==> config.mk <==
export PLATFORM = sky130hd
export DESIGN_NAME = two_class_fifo_oldest_first_unit
export DESIGN_NICKNAME = d
export VERILOG_FILES = /design/src/rtl/core/tcf_pkg.sv /design/src/rtl/core/two_class_fifo_oldest_first_unit.sv /design/src/rtl/core/tcf_ctrl.sv /design/src/rtl/core/tcf_datapath.sv
export SDC_FILE = /design/constraint.sdc
export NUM_CORES = 2
export LEC_CHECK = 0
export BUFFER_PORTS_ARGS = -buffer_cell sky130_fd_sc_hd__buf_2
export CAP_MARGIN = 20
export CORE_ASPECT_RATIO = 1.5
export CORE_MARGIN = 4
export CORE_UTILIZATION = 45
export DETAILED_ROUTE_END_ITERATION = 6
export PLACE_DENSITY_LB_ADDON = 0.25
export SYNTH_ARGS = -nofsm -noshare
export SYNTH_HDL_FRONTEND = slang
export SYNTH_SLANG_ARGS = --single-unit
==> constraint.sdc <==
create_clock -name aclk -period 6.4 [get_ports aclk]
set_clock_uncertainty 0.15 [all_clocks]
set_input_delay 0.96 -clock aclk [delete_from_list [all_inputs] [get_ports aclk]]
set_output_delay 0.96 -clock aclk [all_outputs]
set_load 0.1 [all_outputs]
==> src/rtl/core/tcf_pkg.sv <==
package tcf_pkg;

    localparam int DEPTH     = 16;
    localparam int TAG_W     = 16;
    localparam int STAMP_W   = 32;
    localparam int PTR_W     = $clog2(DEPTH);
    localparam int CNT_W     = $clog2(DEPTH + 1);
    localparam int S_DATA_W  = 24;
    localparam int M_DATA_W  = 24;

    typedef enum logic [1:0] {
        ACT_ENQ     = 2'd0,
        ACT_DEQ_ANY = 2'd1,
        ACT_DEQ_K0  = 2'd2,
        ACT_DEQ_K1  = 2'd3
    } action_t;

    typedef enum logic [1:0] {
        ST_ENQUEUED  = 2'd0,
        ST_DELIVERED = 2'd1,
        ST_EMPTY     = 2'd2,
        ST_FULL      = 2'd3
    } status_t;

    typedef struct packed {
        logic [TAG_W-1:0]   tag;
        logic [STAMP_W-1:0] stamp;
    } entry_t;

    typedef struct packed {
        logic capture;
        logic execute;
    } cmd_t;

endpackage

==> src/rtl/core/two_class_fifo_oldest_first_unit.sv <==
// an accepted item is captured with both queue heads, then executed into the output register
// capture and execute steps alternate, so a new item is taken only once the last has executed
// the output register lets the next item be accepted while a result waits on m_tready
// reset: aresetn synchronous, active low; clears queue pointers, fill counts and the stamp
// counter; the entry stores are not cleared
module two_class_fifo_oldest_first_unit (
    input  logic                           aclk,
    input  logic                           aresetn,
    input  logic                           s_tvalid,
    output logic                           s_tready,
    input  logic [tcf_pkg::S_DATA_W-1:0]   s_tdata,   // action, item_tag, zero pad
    input  logic                           s_tuser,   // kind
    output logic                           m_tvalid,
    input  logic                           m_tready,
    output logic [tcf_pkg::M_DATA_W-1:0]   m_tdata,   // status, out_tag, zero pad
    output logic                           m_tuser    // out_kind
);

    tcf_pkg::cmd_t                 cmd;
    logic [1:0]                    out_status;
    logic [tcf_pkg::TAG_W-1:0]     out_tag;

    tcf_ctrl u_ctrl (
        .aclk     (aclk),
        .aresetn  (aresetn),
        .s_tvalid (s_tvalid),
        .s_tready (s_tready),
        .m_tvalid (m_tvalid),
        .m_tready (m_tready),
        .cmd      (cmd)
    );

    tcf_datapath u_dp (
        .aclk       (aclk),
        .aresetn    (aresetn),
        .cmd        (cmd),
        .in_action  (s_tdata[1:0]),
        .in_kind    (s_tuser),
        .in_tag     (s_tdata[tcf_pkg::TAG_W+1:2]),
        .out_status (out_status),
        .out_tag    (out_tag),
        .out_kind   (m_tuser)
    );

    assign m_tdata = {{(tcf_pkg::M_DATA_W - tcf_pkg::TAG_W - 2){1'b0}}, out_tag, out_status};

endmodule

==> src/rtl/core/tcf_ctrl.sv <==
module tcf_ctrl (
    input  logic          aclk,
    input  logic          aresetn,
    input  logic          s_tvalid,
    output logic          s_tready,
    output logic          m_tvalid,
    input  logic          m_tready,
    output tcf_pkg::cmd_t cmd
);

    typedef enum logic {
        IDLE,
        EXEC
    } state_t;

    state_t state_reg, state_next;
    logic   m_tvalid_reg, m_tvalid_next;
    logic   out_free;

    assign s_tready = (state_reg == IDLE);
    assign m_tvalid = m_tvalid_reg;
    assign out_free = !m_tvalid_reg || m_tready;

    always_comb begin
        state_next    = state_reg;
        m_tvalid_next = m_tvalid_reg && !m_tready;
        cmd.capture   = 1'b0;
        cmd.execute   = 1'b0;
        case (state_reg)
            IDLE: begin
                if (s_tvalid) begin
                    cmd.capture = 1'b1;
                    state_next  = EXEC;
                end
            end
            EXEC: begin
                if (out_free) begin
                    cmd.execute   = 1'b1;
                    m_tvalid_next = 1'b1;
                    state_next    = IDLE;
                end
            end
            default: begin
                state_next = IDLE;
            end
        endcase
    end

    always_ff @(posedge aclk) begin
        if (!aresetn) begin
            state_reg    <= IDLE;
            m_tvalid_reg <= 1'b0;
        end else begin
            state_reg    <= state_next;
            m_tvalid_reg <= m_tvalid_next;
        end
    end

endmodule

==> src/rtl/core/tcf_datapath.sv <==
module tcf_datapath (
    input  logic                          aclk,
    input  logic                          aresetn,
    input  tcf_pkg::cmd_t                 cmd,
    input  logic [1:0]                    in_action,
    input  logic                          in_kind,
    input  logic [tcf_pkg::TAG_W-1:0]     in_tag,
    output logic [1:0]                    out_status,
    output logic [tcf_pkg::TAG_W-1:0]     out_tag,
    output logic                          out_kind
);

    tcf_pkg::entry_t mem0 [tcf_pkg::DEPTH];
    tcf_pkg::entry_t mem1 [tcf_pkg::DEPTH];

    tcf_pkg::action_t              action_reg;
    logic                          kind_reg;
    logic [tcf_pkg::TAG_W-1:0]     tag_reg;
    tcf_pkg::entry_t               hd0_reg, hd1_reg;

    logic [tcf_pkg::PTR_W-1:0]     head0_reg, head1_reg, tail0_reg, tail1_reg;
    logic [tcf_pkg::CNT_W-1:0]     cnt0_reg, cnt1_reg;
    logic [tcf_pkg::STAMP_W-1:0]   stamp_cnt_reg;

    tcf_pkg::status_t              status_reg, status_next;
    logic [tcf_pkg::TAG_W-1:0]     otag_reg, otag_next;
    logic                          okind_reg, okind_next;

    logic                          empty0, empty1, full0, full1;
    logic                          wr0, wr1, pop0, pop1;
    logic [tcf_pkg::STAMP_W-1:0]   stamp_diff;

    function automatic logic [tcf_pkg::PTR_W-1:0] adv(input logic [tcf_pkg::PTR_W-1:0] p);
        logic [tcf_pkg::PTR_W-1:0] r;
        if (p == tcf_pkg::PTR_W'(tcf_pkg::DEPTH - 1)) begin
            r = '0;
        end else begin
            r = p + 1'b1;
        end
        return r;
    endfunction

    assign empty0     = (cnt0_reg == '0);
    assign empty1     = (cnt1_reg == '0);
    assign full0      = (cnt0_reg == tcf_pkg::CNT_W'(tcf_pkg::DEPTH));
    assign full1      = (cnt1_reg == tcf_pkg::CNT_W'(tcf_pkg::DEPTH));
    assign stamp_diff = hd1_reg.stamp - hd0_reg.stamp;

    always_comb begin
        wr0         = 1'b0;
        wr1         = 1'b0;
        pop0        = 1'b0;
        pop1        = 1'b0;
        status_next = tcf_pkg::ST_EMPTY;
        okind_next  = 1'b0;
        case (action_reg)
            tcf_pkg::ACT_ENQ: begin
                okind_next = kind_reg;
                if (kind_reg ? full1 : full0) begin
                    status_next = tcf_pkg::ST_FULL;
                end else begin
                    status_next = tcf_pkg::ST_ENQUEUED;
                    wr0         = !kind_reg;
                    wr1         = kind_reg;
                end
            end
            tcf_pkg::ACT_DEQ_K0: begin
                pop0 = !empty0;
            end
            tcf_pkg::ACT_DEQ_K1: begin
                okind_next = 1'b1;
                pop1       = !empty1;
            end
            tcf_pkg::ACT_DEQ_ANY: begin
                if (empty0) begin
                    pop1 = !empty1;
                end else if (empty1) begin
                    pop0 = 1'b1;
                end else begin
                    pop1 = stamp_diff[tcf_pkg::STAMP_W-1];
                    pop0 = !stamp_diff[tcf_pkg::STAMP_W-1];
                end
            end
            default: begin
                status_next = tcf_pkg::ST_EMPTY;
            end
        endcase
        otag_next = '0;
        if (pop0) begin
            status_next = tcf_pkg::ST_DELIVERED;
            otag_next   = hd0_reg.tag;
            okind_next  = 1'b0;
        end else if (pop1) begin
            status_next = tcf_pkg::ST_DELIVERED;
            otag_next   = hd1_reg.tag;
            okind_next  = 1'b1;
        end
    end

    // item capture and head read
    always_ff @(posedge aclk) begin
        if (cmd.capture) begin
            action_reg <= tcf_pkg::action_t'(in_action);
            kind_reg   <= in_kind;
            tag_reg    <= in_tag;
            hd0_reg    <= mem0[head0_reg];
            hd1_reg    <= mem1[head1_reg];
        end
    end

    always_ff @(posedge aclk) begin
        if (cmd.execute && wr0) begin
            mem0[tail0_reg] <= '{tag: tag_reg, stamp: stamp_cnt_reg};
        end
        if (cmd.execute && wr1) begin
            mem1[tail1_reg] <= '{tag: tag_reg, stamp: stamp_cnt_reg};
        end
    end

    always_ff @(posedge aclk) begin
        if (!aresetn) begin
            head0_reg     <= '0;
            head1_reg     <= '0;
            tail0_reg     <= '0;
            tail1_reg     <= '0;
            cnt0_reg      <= '0;
            cnt1_reg      <= '0;
            stamp_cnt_reg <= '0;
        end else if (cmd.execute) begin
            if (wr0) begin
                tail0_reg <= adv(tail0_reg);
                cnt0_reg  <= cnt0_reg + 1'b1;
            end
            if (wr1) begin
                tail1_reg <= adv(tail1_reg);
                cnt1_reg  <= cnt1_reg + 1'b1;
            end
            if (wr0 || wr1) begin
                stamp_cnt_reg <= stamp_cnt_reg + 1'b1;
            end
            if (pop0) begin
                head0_reg <= adv(head0_reg);
                cnt0_reg  <= cnt0_reg - 1'b1;
            end
            if (pop1) begin
                head1_reg <= adv(head1_reg);
                cnt1_reg  <= cnt1_reg - 1'b1;
            end
        end
    end

    always_ff @(posedge aclk) begin
        if (cmd.execute) begin
            status_reg <= status_next;
            otag_reg   <= otag_next;
            okind_reg  <= okind_next;
        end
    end

    assign out_status = status_reg;
    assign out_tag    = otag_reg;
    assign out_kind   = okind_reg;

endmodule

# Yosys cells after proc, flatten, opt, wreduce, memory -nomap -nowiden

Memory sizes are Yosys's and may differ from the RTL's. A register that Yosys moved wholly into a read port is not among the register bits.
Index checks and enable logic that the tools add are counted.

Bits in registers: 98
Latch bits: 0
RAM bits: 1536
Bits in read-only memories: 0
Input port bits: 29
Output and inout port bits: 27
Word-level logic and storage cells: 98
Memories: 2

Memories:

| memory    | depth | bits a word | rd ports | clocked after memory_dff | wr ports | line               | RTL |
|---|---|---|---|---|---|---|---|
| u_dp.mem0 | 16    | 48          | 1        | 1                        | 1        | tcf_datapath.sv:13 | `tcf_pkg::entry_t mem0 [tcf_pkg::DEPTH];` |
| u_dp.mem1 | 16    | 48          | 1        | 1                        | 1        | tcf_datapath.sv:14 | `tcf_pkg::entry_t mem1 [tcf_pkg::DEPTH];` |

Add/sub/neg operators: 10
Multiply operators: 0
Div/mod/pow operators: 0
$lt $le $gt $ge: 0
Equal/unequal tests: 9
Shift-type cells: 0
Multiplexer cells: 37
Bitwise operators: 1
Reduce and logical (&&, ||, !) cells: 24

Operators with widths:

| cell                                              | count |
|---|---|
| adder 32 x 1 -> 32 bit (second input constant)    | 1 |
| two-way mux 16 bit                                | 2 |
| subtractor 32 bit                                 | 1 |
| two-way mux 1 bit                                 | 21 |
| two-way mux 5 bit                                 | 4 |
| adder 4 x 1 -> 4 bit (second input constant)      | 4 |
| == test 4 bit (second input constant)             | 4 |
| two-way mux 4 bit                                 | 4 |
| AND reduction 2 bit                               | 7 |
| adder 5 x 1 -> 5 bit (second input constant)      | 2 |
| == test 5 bit (second input constant)             | 2 |
| logical NOT 5 bit                                 | 2 |
| subtractor 5 x 1 -> 5 bit (second input constant) | 2 |
| one-hot mux 1 bit (2 select lines)                | 4 |
| logical NOT 1 bit                                 | 6 |
| == test 2 bit (second input constant)             | 2 |
| two-way mux 2 bit                                 | 2 |
| nonzero test 2 bit                                | 2 |
| logical AND 1 bit                                 | 3 |
| == test 2 x 1 -> 1 bit (second input constant)    | 1 |
| logical NOT 2 bit                                 | 1 |
| logical OR 1 bit                                  | 2 |
| OR reduction 2 bit                                | 1 |
| inverter 1 bit                                    | 1 |

# Longest topological paths before layout

Depth after elaboration: 7
Depth in mapped cells: 21
Mapped depth without buffers: 20

# Cells and area by module

A second synthesis with hierarchy kept.

Cells, all modules: 2810
Area, all modules: 65704.3 µm²

Modules (own cells, without submodules):

| module                           | times used | cells an instance | area an instance (µm²) | sequential area each (µm²) |
|---|---|---|---|---|
| tcf_datapath                     | 1          | 2794              | 65552.9                | 51309.2 |
| tcf_ctrl                         | 1          | 9                 | 102.6                  | 40.0 |
| two_class_fifo_oldest_first_unit | 1          | 7                 | 48.8                   | 0.0 |

# Least setup slack after synthesis

OpenSTA, ideal clock, no wires.

Kind: in2reg
Start: input m_tready
End: memory u_dp.mem0[3][0] (netlist name), enable pin
Setup time: 513 ps
Arrival: 6067 ps
Required time: 5737 ps
Setup slack: -330 ps
Stages on the path: 9
Path buffers: 3
Cell sequence: nand2b_1 > and2_1 > clkbuf_1 > and2_1 > clkbuf_1 > nor2b_1 > buf_2 > nand2_1 > nor3_1

RTL lines:

| item            | line                                   | RTL |
|---|---|---|
| start, declared | two_class_fifo_oldest_first_unit.sv:14 | `input logic m_tready,` |
| end, declared   | tcf_datapath.sv:13                     |  |

# Worst setup path in the final report

Start: register u_dp.hd1_reg[29] (netlist name)
End: register u_dp.cnt1_reg[4] (netlist name)

Cells in the longest elaborated chain, start to end: 6
Elaborated cells between the ends (all ways): 7
Classes of those cells: add/sub (1); mux (4); reduce/logical (2)

RTL lines:

| item                                   | line                | RTL |
|---|---|---|
| subtractor 32 bit (*)                  | tcf_datapath.sv:47  | `assign stamp_diff = hd1_reg.stamp - hd0_reg.stamp;` |
| two-way mux 1 bit (*)                  | tcf_datapath.sv:77  | `end else if (empty1) begin` |
| two-way mux 1 bit (*)                  | tcf_datapath.sv:75  | `if (empty0) begin` |
| one-hot mux 1 bit (2 select lines) (*) | tcf_datapath.sv:56  | `case (action_reg)` |
| nonzero test 2 bit (no source line)    | n/a                 |  |
| AND reduction 2 bit (no source line)   | n/a                 |  |
| end signal, assigned                   | tcf_datapath.sv:136 | `cnt1_reg <= cnt1_reg + 1'b1;` |
| end signal, assigned                   | tcf_datapath.sv:147 | `cnt1_reg <= cnt1_reg - 1'b1;` |
| end, declared                          | tcf_datapath.sv:22  | `logic [tcf_pkg::CNT_W-1:0] cnt0_reg, cnt1_reg;` |

Every way passes the cells marked *; elsewhere a longest branch is shown, timed or not.
A chain may end at the register's enable or synchronous reset.

==> impl_metrics.ini <==
[outcome]
status = complete, no violations

[cells_and_area]
finalNetCount = 3111
drive_above_1_share_pct = 28.8
area_growth_pct = 13.5
finish.instance_area_um2 = 74800
reg_top3 = u_dp.mem0 x768, u_dp.mem1 x768
fin_util_pct = 51.6
fillCellCount = 11100
mostFrequentLayoutCells = 1,670 x edfxtp_1, 480 x mux4_2, 160 x clkbuf_16
layout_commonest_cell = edfxtp_1

[detailed_routing]
antenna_left = 0
drt_iter0_markers = 3229
viasPerCell = 5.99
route.met3.wl_mm = 8.67
top_layer_used = met4
wire_per_inst_um = 30.8
m1WireLength_mm = 59.9
drc = 0
vias = 30300
totalWireLength_mm = 156
wl_met2_mm = 83.3
dr.pass1.iters = 5

[critical_path]
critical-path-max-stage-delay_ns = 0.61
start_kind = flip-flop
cpMaxStageDelayCell = o22ai_1
worst_ep_arrival_time_ns = 5.40
worstPathCellList = ha_1 > a21oi_1 > a21boi_0 > a211oi_1 > o22ai_1 > a31oi_1 > nand2_1 > a21boi_0 > o21ai_2 > inv_1 > fa_1 > a21o_1 > a21o_1 > nand3_1 > o21ai_0 > a31oi_1 > o31ai_1 > a2111oi_4 > mux2i_1
crit_type = reg2reg
crit_required_ns = 6.96
end_kind = flip-flop
path_max_fanout = 6

[run]
drv_cap = 0

[yosys]
post_synth_instance_area_um2 = 65900
ys.flop_type = edfxtp_1
synth_edf_count = 1670
syn_inst = 2869
ys_ff_latch = 1730
yosysSeqAreaShare_pct = 77.9
synth_area_per_cell_um2 = 23.0
yosys_warnings = 0
synth_cell_types = 67
async_reset_ff_share_pct = 0

[clocking]
cts_setup_buffers = 0
clkTransAtPathRegs_ns = 0.07
h-tree-depth = 4
holdBufCountCts = 0
cts.root.buffer_cell = clkbuf_16
cts_buffer_depth = 3
cts_buffers = 154
clk_latency_ns = 0.78
cts.sinks = 1730
cts_tree = built
cts-resized-gates = 0

[timing]
fin_crit_ns = 4.84
clock.fmax_mhz = 206
tightest_slew_ns = 1.15
rsz0062_at_grt = no
slew_headroom_pct = 23.5
setup_viol_count_final = 0
whs_ns = 0.207
hold_violations = 0
tns_ns = 0
fin_crit_sh_pct = 75.7
maxSlewViolCount = 0

[global_routing]
grt_overflow = 0
grt_pass1_vias = 31700
grt_pass1_wl_mm = 224
track_usage_pct = 20.4
grt_max_degree = 128
antenna_found_initial = 2

[pwr]
power_density_nw_per_um2 = 298
power_w = 0.0223
ir_worst_vdd_mv = 0.264
power_leakage_nw = 23.0

[place]
port_buffers = 43
hpwl_mm = 79.1
gp_congestion = 0.784
placement.cell_area_um2 = 69100

[hold_path]
hp-class = in2reg

[floorplanning]
die_y_um = 477
die_w_um = 320
fp-row-count = 171
coreArea_um2 = 145000
start_util_pct = 45.4
dieArea_um2 = 153000
num_io_pins = 56
cells in the mapped netlist (all sizes together) (4+ instances only):
| cell type | instances | area [um^2] |
|---|---|---|
| nand2b | 10 | 62.6 |
| and2 | 6 | 40.0 |
| nor2 | 74 | 278 |
| a21boi | 4 | 30.0 |
| ha | 50 | 626 |
| and4 | 5 | 43.8 |
| mux2i | 7 | 70.1 |
| a21oi | 36 | 184 |
| nand4 | 10 | 62.6 |
| or3 | 6 | 37.5 |
| nand2 | 84 | 315 |
| clkbuf | 94 | 353 |
| mux4 | 480 | 10800 |
| buf | 48 | 220 |
| edfxtp | 1670 | 50100 |
| xnor2 | 13 | 114 |
| nor2b | 5 | 31.3 |
| nor3 | 16 | 80.1 |
| and3 | 10 | 62.6 |
| nor4 | 4 | 31.3 |
| nand3 | 23 | 115 |
| o21ai | 39 | 199 |
| a21o | 4 | 31.3 |
| inv | 45 | 169 |
| dfxtp | 60 | 1200 |
| xor2 | 27 | 236 |
area by class of cell:
type / count / area, um^2 / share of cell area [%]
Inverter: 46 / 173 / 0.231
Antenna cell: 2 / 5.00 / 0.00669
Sequential cell: 1730 / 51400 / 68.7
Clock buffer: 185 / 4100 / 5.48
Multi-Input combinational cell: 956 / 14100 / 18.9
Timing Repair Buffer: 143 / 1580 / 2.11
Tap cell: 1903 / 2380 / 3.18
Clock inverter: 99 / 1090 / 1.45
where the power goes:
part	total, W	leakage (nW)	switching (W)	internal (W)
sequential	0.0124	15.9	0.0000720	0.0124
combinational	0.000345	4.60	0.000247	0.0000977
clock	0.00951	2.51	0.00407	0.00544
total	0.0223	23.0	0.00439	0.0179
logic make-up (layout without fill, tap and decap cells):
group | count (synthesis) | count (layout) | synth area share (%)
XOR/XNOR | 40 | 40 | 0.532
AND/OR/NAND/NOR | 265 | 265 | 1.91
other | 1 | 8 | 0.00569
AO/OA/AOI/OAI | 107 | 107 | 1.02
buffers and inverters | 188 | 473 | 1.13
flip-flops | 1730 | 1730 | 77.9
adder cells (fa/ha/maj) | 51 | 51 | 0.980
multiplexers | 487 | 487 | 16.5
final timing paths:
check                                 startpoint          endpoint  slack [ns]  depth (start not counted)
worst max-delay path            u_dp.hd1_reg[29]  u_dp.cnt1_reg[4]        1.56                         19
worst min-delay path                 s_tdata[11]   u_dp.tag_reg[9]        0.21                          1
worst max register to register  u_dp.hd1_reg[29]  u_dp.cnt1_reg[4]        1.56                         19
worst min register to register  u_dp.cnt0_reg[3]  u_dp.cnt0_reg[3]        0.34                          2
per-layer routing:
layer  global-route usage, %  up-vias
li1                        -    12400
met1                    26.4    16600
met2                    36.1     1138
met3                    2.91      245
met4                    5.70        0
met5                       0        -
worst max-delay path: cells and delay by family, from the launching register on:
| kind | cells | cell delay, ns |
|---|---|---|
| adders and majority gates | 2 | 0.76 |
| AOI/OAI and AO/OA | 13 | 2.88 |
| buffers and inverters | 1 | 0.11 |
| muxes | 1 | 0.22 |
| and+or+nand+nor | 2 | 0.26 |
| DFF | 1 | 0.39 |
through the flow:
stage / std cells / worst slack (ns)
floorplan: 2874 / 0.163
global placement: 4756 / 1.51
detailed placement: 4757 / 1.41
CTS: 5041 / 1.69
global route: 5063 / 1.38
finish: 5064 / 1.56
Power figures use the tool's default switching activity.
